File: src/hw/rtl/adcba_pkg.sv
`default_nettype none
// ----------------------------------------------------------------------------
// adcba_pkg: shared types and constants of the ADC code block averager
// Field widths, scaling constants and the sequencer state encoding.
// ----------------------------------------------------------------------------
package adcba_pkg;

  // Field and state widths
  localparam int CODE_W = 12;  // converter code
  localparam int MV_W   = 15;  // millivolt value, signed
  localparam int CNT_W  = 8;   // sample counter and block length
  localparam int SUM_W  = 23;  // running sum, signed
  localparam int MAG_W  = SUM_W - 1;  // magnitude of the running sum

  // Scaling: mv = code * FULL_SCALE_MV / 2**SPAN_SHIFT, truncated toward zero
  localparam int FULL_SCALE_MV = 20000;
  localparam int SPAN_SHIFT    = 12;
  localparam int PROD_W        = 27;  // holds +/-2048 * 20000 signed

  // Block length limits and reset value
  localparam int CNT_MAX       = (2 ** CNT_W) - 1;
  localparam int BLOCK_LEN_RST = 100;

  // Divider: one quotient bit per step
  localparam int DIV_STEPS = MAG_W;
  localparam int STEP_W    = $clog2(DIV_STEPS);

  // Sequencer states
  typedef enum logic [2:0] {
    ST_IDLE,  // waiting for a sample beat
    ST_ACC,   // add scaled sample to running sum
    ST_CHK,   // check for end of block, start divide
    ST_DIV,   // divider busy
    ST_FIX    // apply sign, load output register
  } adcba_state_e;

endpackage : adcba_pkg
`default_nettype wire

File: src/hw/rtl/adcba_scale.sv
`default_nettype none
// ----------------------------------------------------------------------------
// adcba_scale: converter code to millivolts
// Registers code * 20000, then divides by 4096 toward zero (bias + shift).
// ----------------------------------------------------------------------------
module adcba_scale (
  input  wire logic                               clk_i,
  input  wire logic                               load_i,
  input  wire logic [adcba_pkg::CODE_W-1:0]       code_i,
  output logic signed [adcba_pkg::MV_W-1:0]       mv_o
);
  import adcba_pkg::*;

  logic signed [PROD_W-1:0] code_ext;
  logic signed [PROD_W-1:0] prod_d, prod_q;
  logic signed [PROD_W-1:0] bias;
  logic signed [PROD_W-1:0] adj;

  // Sign-extend from bit 11 and multiply by full scale
  assign code_ext = {{(PROD_W - CODE_W){code_i[CODE_W-1]}}, code_i};
  assign prod_d   = code_ext * PROD_W'(FULL_SCALE_MV);

  always_ff @(posedge clk_i) begin
    if (load_i) begin
      prod_q <= prod_d;
    end
  end

  // Truncate toward zero: negative products get a bias of 2**SPAN_SHIFT-1
  assign bias = prod_q[PROD_W-1] ? PROD_W'((2 ** SPAN_SHIFT) - 1) : '0;
  assign adj  = prod_q + bias;
  assign mv_o = adj[SPAN_SHIFT +: MV_W];

endmodule : adcba_scale
`default_nettype wire

File: src/hw/rtl/adcba_div.sv
`default_nettype none
// ----------------------------------------------------------------------------
// adcba_div: iterative unsigned divider
// Restoring division, one quotient bit per cycle through a single subtractor.
// ----------------------------------------------------------------------------
module adcba_div (
  input  wire logic                          clk_i,
  input  wire logic                          rst_ni,
  input  wire logic                          start_i,
  input  wire logic [adcba_pkg::MAG_W-1:0]   dividend_i,
  input  wire logic [adcba_pkg::CNT_W-1:0]   divisor_i,
  output logic                               done_o,
  output logic [adcba_pkg::MAG_W-1:0]        quotient_o
);
  import adcba_pkg::*;

  logic              busy_q;
  logic              done_q;
  logic [STEP_W-1:0] step_q;
  logic [CNT_W-1:0]  rem_q;
  logic [CNT_W-1:0]  dvs_q;
  logic [MAG_W-1:0]  quo_q;

  logic [CNT_W:0]    shifted;
  logic [CNT_W:0]    diff;
  logic              ge;

  // Shared subtract and compare
  assign shifted = {rem_q, quo_q[MAG_W-1]};
  assign diff    = shifted - {1'b0, dvs_q};
  assign ge      = (shifted >= {1'b0, dvs_q});

  // Control
  always_ff @(posedge clk_i or negedge rst_ni) begin
    if (!rst_ni) begin
      busy_q <= 1'b0;
      done_q <= 1'b0;
      step_q <= '0;
    end else begin
      done_q <= 1'b0;
      if (start_i) begin
        busy_q <= 1'b1;
        step_q <= STEP_W'(DIV_STEPS - 1);
      end else if (busy_q) begin
        if (step_q == '0) begin
          busy_q <= 1'b0;
          done_q <= 1'b1;
        end else begin
          step_q <= step_q - 1'b1;
        end
      end
    end
  end

  // Datapath: dividend shifts out at the top, quotient bits shift in below
  always_ff @(posedge clk_i) begin
    if (start_i) begin
      quo_q <= dividend_i;
      rem_q <= '0;
      dvs_q <= divisor_i;
    end else if (busy_q) begin
      rem_q <= ge ? diff[CNT_W-1:0] : shifted[CNT_W-1:0];
      quo_q <= {quo_q[MAG_W-2:0], ge};
    end
  end

  assign done_o     = done_q;
  assign quotient_o = quo_q;

endmodule : adcba_div
`default_nettype wire

File: src/hw/rtl/adc_code_block_averager.sv
`default_nettype none
// ----------------------------------------------------------------------------
// adc_code_block_averager: boxcar block average of ADC codes in millivolts
// Scales each 12-bit code to mV, sums a block, emits the block average.
// ----------------------------------------------------------------------------
// Usage:
//   sample channel (sample_valid_i/sample_ready_o, sample_code_i): one beat
//   per converter code. Ready is high only while the sequencer is idle.
//   average channel (average_valid_o/average_ready_i, average_mv_o): one beat
//   per completed block, held in an output register until taken.
//   cfg channel (cfg_valid_i/cfg_ready_o, cfg_data_i): block length, always
//   ready; write it only while the block is idle. 0 acts as 1.
// Timing:
//   A sample that does not end a block passes through accept, accumulate and
//   check. A sample that ends a block then runs the bit-serial divider (one
//   quotient bit per cycle for the 22-bit sum magnitude), raises its done
//   strobe and loads the output register once no earlier average is waiting.
//   The average appears the cycle after that load.
// Reset: sum and count clear, block length returns to 100, no average valid.
// Stall: new samples are taken while an average waits; a further block end
//   holds in the final sign step until the waiting average is taken.
// ----------------------------------------------------------------------------
module adc_code_block_averager #(
  parameter int MAX_BLOCK_LENGTH = 255
) (
  input  wire logic                             clk_i,
  input  wire logic                             rst_ni,
  // sample channel
  input  wire logic                             sample_valid_i,
  output logic                                  sample_ready_o,
  input  wire logic [adcba_pkg::CODE_W-1:0]     sample_code_i,
  // average channel
  output logic                                  average_valid_o,
  input  wire logic                             average_ready_i,
  output logic signed [adcba_pkg::MV_W-1:0]     average_mv_o,
  // configuration channel
  input  wire logic                             cfg_valid_i,
  output logic                                  cfg_ready_o,
  input  wire logic [adcba_pkg::CNT_W-1:0]      cfg_data_i
);
  import adcba_pkg::*;

  localparam int CapLen = (MAX_BLOCK_LENGTH > CNT_MAX) ? CNT_MAX : MAX_BLOCK_LENGTH;

  adcba_state_e state_q, state_d;

  logic [CNT_W-1:0]        spa_q;
  logic [CNT_W-1:0]        count_q;
  logic signed [SUM_W-1:0] sum_q;
  logic                    neg_q;
  logic                    out_valid_q;
  logic signed [MV_W-1:0]  out_mv_q;

  logic                    sample_fire;
  logic                    acc_en;
  logic                    chk_en;
  logic                    div_start;
  logic                    out_load;
  logic                    block_end;
  logic [CNT_W-1:0]        blen;
  logic                    div_done;
  logic [MAG_W-1:0]        quotient;
  logic [MAG_W-1:0]        sum_mag;
  logic signed [MV_W-1:0]  mv;
  logic [MV_W-1:0]         q_trunc;

  assign sample_fire = sample_valid_i && sample_ready_o;

  // Effective block length: zero acts as one, capped at the bound
  always_comb begin
    blen = spa_q;
    if (blen == '0) begin
      blen = CNT_W'(1);
    end
    if (blen > CNT_W'(CapLen)) begin
      blen = CNT_W'(CapLen);
    end
  end

  assign block_end = (count_q != '0) && (count_q >= blen);

  // Next state
  always_comb begin
    state_d = state_q;
    unique case (state_q)
      ST_IDLE: begin
        if (sample_fire) state_d = ST_ACC;
      end
      ST_ACC: begin
        state_d = ST_CHK;
      end
      ST_CHK: begin
        state_d = block_end ? ST_DIV : ST_IDLE;
      end
      ST_DIV: begin
        if (div_done) state_d = ST_FIX;
      end
      ST_FIX: begin
        if (!out_valid_q || average_ready_i) state_d = ST_IDLE;
      end
      default: state_d = ST_IDLE;
    endcase
  end

  // Sequencer outputs
  always_comb begin
    sample_ready_o = 1'b0;
    acc_en         = 1'b0;
    chk_en         = 1'b0;
    div_start      = 1'b0;
    out_load       = 1'b0;
    unique case (state_q)
      ST_IDLE: sample_ready_o = 1'b1;
      ST_ACC:  acc_en = 1'b1;
      ST_CHK: begin
        chk_en    = 1'b1;
        div_start = block_end;
      end
      ST_DIV: ;
      ST_FIX:  out_load = !out_valid_q || average_ready_i;
      default: ;
    endcase
  end

  always_ff @(posedge clk_i or negedge rst_ni) begin
    if (!rst_ni) begin
      state_q <= ST_IDLE;
    end else begin
      state_q <= state_d;
    end
  end

  // Block length register
  assign cfg_ready_o = 1'b1;

  always_ff @(posedge clk_i or negedge rst_ni) begin
    if (!rst_ni) begin
      spa_q <= CNT_W'(BLOCK_LEN_RST);
    end else if (cfg_valid_i && cfg_ready_o) begin
      spa_q <= cfg_data_i;
    end
  end

  // Code to millivolts
  adcba_scale u_scale (
    .clk_i  (clk_i),
    .load_i (sample_fire),
    .code_i (sample_code_i),
    .mv_o   (mv)
  );

  // Running sum and sample count
  always_ff @(posedge clk_i or negedge rst_ni) begin
    if (!rst_ni) begin
      sum_q   <= '0;
      count_q <= '0;
    end else if (out_load) begin
      sum_q   <= '0;
      count_q <= '0;
    end else if (acc_en) begin
      sum_q   <= sum_q + {{(SUM_W - MV_W){mv[MV_W-1]}}, mv};
      count_q <= count_q + 1'b1;
    end
  end

  // Sign of the block sum, kept for the quotient
  assign sum_mag = sum_q[SUM_W-1] ? MAG_W'(-sum_q) : sum_q[MAG_W-1:0];

  always_ff @(posedge clk_i) begin
    if (chk_en) begin
      neg_q <= sum_q[SUM_W-1];
    end
  end

  // Divide magnitude by the samples summed
  adcba_div u_div (
    .clk_i      (clk_i),
    .rst_ni     (rst_ni),
    .start_i    (div_start),
    .dividend_i (sum_mag),
    .divisor_i  (count_q),
    .done_o     (div_done),
    .quotient_o (quotient)
  );

  // Output register
  assign q_trunc = quotient[MV_W-1:0];

  always_ff @(posedge clk_i or negedge rst_ni) begin
    if (!rst_ni) begin
      out_valid_q <= 1'b0;
    end else if (out_load) begin
      out_valid_q <= 1'b1;
    end else if (average_ready_i) begin
      out_valid_q <= 1'b0;
    end
  end

  always_ff @(posedge clk_i) begin
    if (out_load) begin
      out_mv_q <= neg_q ? -$signed(q_trunc) : $signed(q_trunc);
    end
  end

  assign average_valid_o = out_valid_q;
  assign average_mv_o    = out_mv_q;

endmodule : adc_code_block_averager
`default_nettype wire

File: config.mk
export PLATFORM = sky130hd
export DESIGN_NAME = adc_code_block_averager
export DESIGN_NICKNAME = d
export VERILOG_FILES = /design/src/hw/rtl/adcba_pkg.sv /design/src/hw/rtl/adcba_scale.sv /design/src/hw/rtl/adcba_div.sv /design/src/hw/rtl/adc_code_block_averager.sv
export SDC_FILE = /design/constraint.sdc
export NUM_CORES = 1
export LEC_CHECK = 0
export BUFFER_PORTS_ARGS = -buffer_cell sky130_fd_sc_hd__buf_2
export CAP_MARGIN = 20
export CORE_MARGIN = 2
export CORE_UTILIZATION = 45
export DETAILED_ROUTE_END_ITERATION = 12
export PLACE_DENSITY_LB_ADDON = 0.08
export SETUP_SLACK_MARGIN = 0.05
export SYNTH_ARGS = -nofsm -noshare
export SYNTH_HDL_FRONTEND = slang
export SYNTH_HIERARCHICAL = 1
export SYNTH_SLANG_ARGS = --single-unit
File: constraint.sdc
create_clock -name clk_i -period 5.8 [get_ports clk_i]
set_clock_uncertainty 0.1 [all_clocks]
set_input_delay 0.58 -clock clk_i [delete_from_list [all_inputs] [get_ports clk_i]]
set_output_delay 0.58 -clock clk_i [all_outputs]
set_load 0.02 [all_outputs]
; ---- After elaboration in Yosys (flattened, before gate mapping)
; Index checks and enable logic that the tools add are counted.
; Widths: inputs -> output; s select.
[word_totals]
register_bits = 126
latchBits = 0
ramBits = 0
rom_bits = 0
n_memories = 0
[op_classes]
add_sub_neg = 7
multipliers = 1
div_mod_pow = 0
n_lt_le_gt_ge = 3
eq_ne = 8
shifts = 0
mux = 33
n_bitwise = 0
n_reduce_logical = 13
[op_table]
columns = op, count
row1 = $mux 22, 3
row2 = $mux 23, 2
row3 = $mux 8, 5
row4 = $add 27x27->27, 1
row5 = $add 23x23->23, 1
row6 = $mul 12x11->22 const B, 1
row7 = $neg 22->22, 1
row8 = $mux 15, 1
row9 = $mux 5, 3
row10 = $neg 15->15, 1
row11 = $pmux 3 s5, 1
row12 = $mux 1, 13
row13 = $mux 12, 1
row14 = $ge 9x8->1, 1
row15 = $mux 3, 3
row16 = $add 8x1->8 const B, 1
row17 = $ge 8x8->1, 1
row18 = $gt 8x8->1 const B, 1
row19 = $logic_not 8->1, 1
row20 = $reduce_bool 8->1, 1
row21 = $sub 8x8->8, 1
row22 = $eq 3x2->1 const B, 2
row23 = $ne 2x2->1 const B, 3
row24 = $reduce_bool 2->1, 3
row25 = 12 further kinds, 13

; ---- Depth between registers and ports, before layout
[logic_depth]
ltp_word = 9
depth_mapped = 17

; ---- Hierarchy
; Netlist, hierarchy kept.
[modules_own_cells]
columns = module, instances, cells_per_inst, area_per_inst_um2, seq_area_each_um2
row1 = adc_code_block_averager, 1, 467, 4181.5, 1560.2
row2 = adcba_scale, 1, 347, 3469.6, 660.6
row3 = adcba_div, 1, 184, 2290.9, 1236.2

; ---- Worst setup path after synthesis
; OpenSTA, ideal clock, no wires.
[synth_timing]
kind = input-to-reg
startpoint = input port sample_code_i[4] in the netlist's numbering
endpoint = register u_scale.prod_q[24], data pin
setup_ns = 0.256
arrival_time_ns = 4.033
required_ns = 5.444
path_slack_ns = 1.411
path_stages = 15
path_buffers = 0
path_cell_list = ha_1 -> ha_1 -> inv_1 -> fa_1 -> inv_1 -> fa_1 -> inv_1 -> fa_1 -> inv_1 -> ha_1 -> o211ai_1 -> o211ai_2 -> nand3_1 -> o21a_1 -> o211a_1
[synth_between]
elab_chain_cells = 1
[synth_rtl]
columns = item, line
row1 = "start, declared", adc_code_block_averager.sv:31  ; input wire logic [adcba_pkg::CODE_W-1:0] sample_code_i,
row2 = $mul 12x11->22, adcba_scale.sv:21  ; assign prod_d = code_ext * PROD_W'(FULL_SCALE_MV);
row3 = net u_scale.prod_d[24], adcba_scale.sv:15  ; logic signed [PROD_W-1:0] prod_d, prod_q;
row4 = "end signal, assigned", adcba_scale.sv:25  ; prod_q <= prod_d;
row5 = "end, declared", adcba_scale.sv:15
; The timed path passes the listed nets, and every way through them passes these cells.
; A chain may end at the register's enable or synchronous reset.

; ---- Worst setup path after layout
[layout_timing]
startpoint = register u_scale.prod_q[26]
endpoint = register sum_q[21]
[layout_between]
elab_chain_cells = 5
[layout_rtl]
columns = item, line
row1 = $mux 12, adcba_scale.sv:30  ; assign bias = prod_q[PROD_W-1] ? PROD_W'((2 ** SPAN_SHIFT) - 1) : '0;
row2 = $add 27x27->27 (*), adcba_scale.sv:31  ; assign adj = prod_q + bias;
row3 = net mv[14], adc_code_block_averager.sv:64  ; logic signed [MV_W-1:0] mv;
row4 = $add 23x23->23 (*), adc_code_block_averager.sv:161  ; sum_q <= sum_q + {{(SUM_W - MV_W){mv[MV_W-1]}}, mv};
row5 = $mux 23 (*), adc_code_block_averager.sv:160  ; end else if (acc_en) begin
row6 = $mux 23 (*), adc_code_block_averager.sv:157  ; end else if (out_load) begin
row7 = "end signal, assigned", adc_code_block_averager.sv:161
row8 = "end, declared", adc_code_block_averager.sv:49  ; logic signed [SUM_W-1:0] sum_q;
; Mark *: on every way through the listed nets, which the timed path passes. The rest lies on a longest branch. The select of a mux whose other input is x is not followed.

==> flow_summary_export.csv <==
group,metric,value,unit
die,start_util,45.7,%
sta,fin_tns_setup,0,ps
worst_setup_path,cp_slowest_stage_delay,720,ps
detailed_routing,route.vias.total,6835,
synthesis,ys_ff_latch,126,
worst_setup_path,cp_max_fo,12,
die,dieHeight,153,um
sta,setup_violations,0,
synthesis,ys_async_sr_fraction,39.7,%
clocking,postCtsSetupRepairBufs,0,
placement,dp_hpwl,14800,um
sta,post-route-period-util,76.6,%
die,fp.dieW,153,um
placement,port_buffers,41,
placement,gp_congestion,0.810,
finish,fillers,2062,
detailed_routing,viasPerCell,5.19,
finish,register_area,3460,sq um
detailed_routing,ant_nets,0,
status,status,"complete, no violations",
synthesis,ys_types,80,
detailed_routing,highest_layer,"met4",
detailed_routing,drt-met1-wl,9300,um
detailed_routing,drt_first_iter_violations,317,
clocking,cts_tree,"built",
clocking,worstSkewPairLatency,420,ps
worst_setup_path,arrival,4620,ps
clocking,cts_max_level,4,
detailed_routing,drtPass1Iterations,4,
sta,worstMarginPinSlew,1020,ps
synthesis,synth_compound_area_share,13.9,%
detailed_routing,wl_met3,482,um
sta,setup_ws,1360,ps
synthesis,synth-edff-count,68,
worst_setup_path,crit_path_end_kind,"flip-flop",
synthesis,synth_top_area_cell,"edfxtp_1",
synthesis,synth_most_common_cell,"inv_1",
finish,fin_nets,1197,
clocking,cts.sinks,126,
worst_setup_path,crit_slowest_cell,"xor2_1",
sta,fmax,0.225,GHz
synthesis,synth_top_family_by_area,"adder cells",
synthesis,synthSimpleGateAreaFrac,11.7,%
sta,grt_setup_unrepaired,"no",
finish,final_layout_size_suffix_gt1_share,12.1,%
global_routing,grt_pass1_vias,6823,
synthesis,syn_area,9940,sq um
global_routing,grt_max_degree,51,
clocking,cts_root_buffer,"clkbuf_16",
flow_run,cap_viol_max_count,0,
sta,finalHoldViolCount,0,
pwr,p_leak,4.84,nW
global_routing,antenna_found_initial,0,
synthesis,synthFlopType,"edfxtp_1",
detailed_routing,wl_per_cell,14.5,um
worst_setup_path,crit_type,"flip-flop to flip-flop",
worst_setup_path,cp_cell_sequence,"ha_1 > nand4_1 > a21o_1 > a21bo_1 > nor3_1 > xor2_1 > ha_1 > inv_1 > or2_1 > o221ai_1 > a221oi_1 > xor2_1 > o21ai_1",
global_routing,overflow,0,
synthesis,synth-xor-area-share,8.19,%
sta,maxSlewViolCount,0,
synthesis,syn_nets,1172,
synthesis,yosys_warnings,6,
detailed_routing,wirelength,19100,um
die,dieArea,23300,sq um
sta,max-slew-margin-rel,32.0,%
global_routing,grt_usage,17.3,%
synthesis,synth_adder_area_share,21.4,%
worst_setup_path,cp.required,5980,ps
clocking,post_cts_resized,0,
hold_path,hold_path_class,"primary input to async pin",
clocking,cts_buffer_depth,2,
sta,layout_min_cycle_time,4440,ps
worst_setup_path,crit_family,"compound AO/OA/AOI/OAI gates",
synthesis,syn_inst,998,
pwr,peakVddDrop,210,uV
finish,diodes,0,
synthesis,synth_top_cell_area_share,20.5,%
detailed_routing,dr_wl_met2,9060,um
detailed_routing,drc_errors,0,
global_routing,grt_pass1_wl,33100,um
clocking,numCtsBuffers,17,
die,ios,43,
synthesis,synth_commonest_cells,"inv_1, ha_1, nand2_1, edfxtp_1, a21oi_1",
worst_setup_path,critPathBufInv,1,
clocking,path_clk_slew,60,ps
placement,pre_cts_ws,1020,ps
die,core,21800,sq um
synthesis,synth.area.mux_share,3.26,%
clocking,cts_hold_buf,0,
synthesis,synth_area_leaders,"edfxtp_1, ha_1, dfrtp_1, fa_1, xnor2_1",
pwr,pwr_density_cell,601,nW/um^2
synthesis,ys_seq_area_share,34.8,%
die,placementRows,54,
worst_setup_path,crit_path_start_kind,"flip-flop",
finish,multiInputGateArea,5820,sq um
synthesis,syn_area_per_cell,9.96,sq um
finish,syn2layout_area_growth,9.23,%
-- worst paths after layout --
path                                         startpoint                           to  slack (ps)  cells past startpoint
min in group clk_i                        cfg_data_i[6]         spa_q[6]$_DFFE_PN1P_         270                      3
max                        u_scale/prod_q[26]$_DFFE_PP_        sum_q[21]$_DFFE_PN0P_        1360                     13
max in group asynchronous                        rst_ni       state_q[2]$_DFFE_PN0P_        4980                      2
max reg2reg                u_scale/prod_q[26]$_DFFE_PP_        sum_q[21]$_DFFE_PN0P_        1360                     13
min                                              rst_ni  u_div/step_q[2]$_DFFE_PN0P_         160                      2
min reg2reg                 u_div/rem_q[4]$_SDFFE_PP0P_  u_div/rem_q[4]$_SDFFE_PP0P_         410                      2
-- report_power, final --
part | leakage, nW | switching, mW | internal (mW)
combinational | 3.26 | 1.99 | 1.63
clock | 0.262 | 0.428 | 0.597
sequential | 1.32 | 0.414 | 1.46
-- kinds of logic after synthesis --
| logic type | after synthesis |
|---|---|
| xor gates and xnor gates | 93 |
| adders and majority gates | 149 |
| AOI/OAI and AO/OA | 206 |
| other | 1 |
| muxes | 29 |
| and+or+nand+nor | 240 |
| DFF | 126 |
| buffers and inverters | 154 |
-- layer usage --
layer  vias up  track usage [%]
met1      3214             23.2
met5         -                0
met4         0             5.11
met3        11             3.21
li1       3538                -
met2        72             28.6
-- state kept, by name, summed over array words and instances (netlist names), 5 cells and up --
| name | count |
|---|---|
| average_mv_o | 15 |
| count_q | 8 |
| spa_q | 8 |
| sum_q | 23 |
| u_div/dvs_q | 8 |
| u_div/quotient_o | 22 |
| u_div/rem_q | 8 |
| u_div/step_q | 5 |
| u_scale/prod_q | 22 |
-- final cells by class --
cell class,instances,share of cell area (%)
Clock inverter,14,1.26
Inverter,115,3.98
Timing Repair Buffer,45,2.17
Clock buffer,18,3.95
Tap cell,280,3.23
Sequential cell,126,31.8
Multi-Input combinational cell,718,53.6
-- worst reg2reg max path, stage by stage, from the launching register on --
cell      delay, ps
edfxtp_1        550
ha_1            400
nand4_1          90
a21o_1          200
a21bo_1         360
nor3_1          290
xor2_1          720
ha_1            440
inv_1            90
or2_1           130
o221ai_1        260
a221oi_1        420
xor2_1          180
o21ai_1          70
-- cells in the final DEF (no fill, tap or decap), drive strengths merged, types with 18 or more instances in the layout --
master  synthesis  final
inv           115    120
ha            114    114
nand2          92     92
edfxtp         68     68
a21oi          58     58
xnor2          51     51
o21ai          49     49
nor2           48     48
dfrtp          47     47
buf            21     45
xor2           42     42
fa             35     35
mux2           24     24
clkbuf         18     18
-- per-stage QoR --
stage          utilization [%]  hold WS (ps)  instance area, sq um  total power [mW]  instances
2_1_floorplan                -           184                  9940              4.86        998
3_3_place_gp              47.3           380                 10300              5.48       1284
3_5_place_dp              47.3           393                 10300              5.51       1284
4_1_cts                   49.9           195                 10900              6.57       1316
5_1_grt                   49.9           238                 10900              7.18       1316
6_report                  49.9           162                 10900              6.52       1316
No activity file was read; power rests on OpenSTA's default activity.
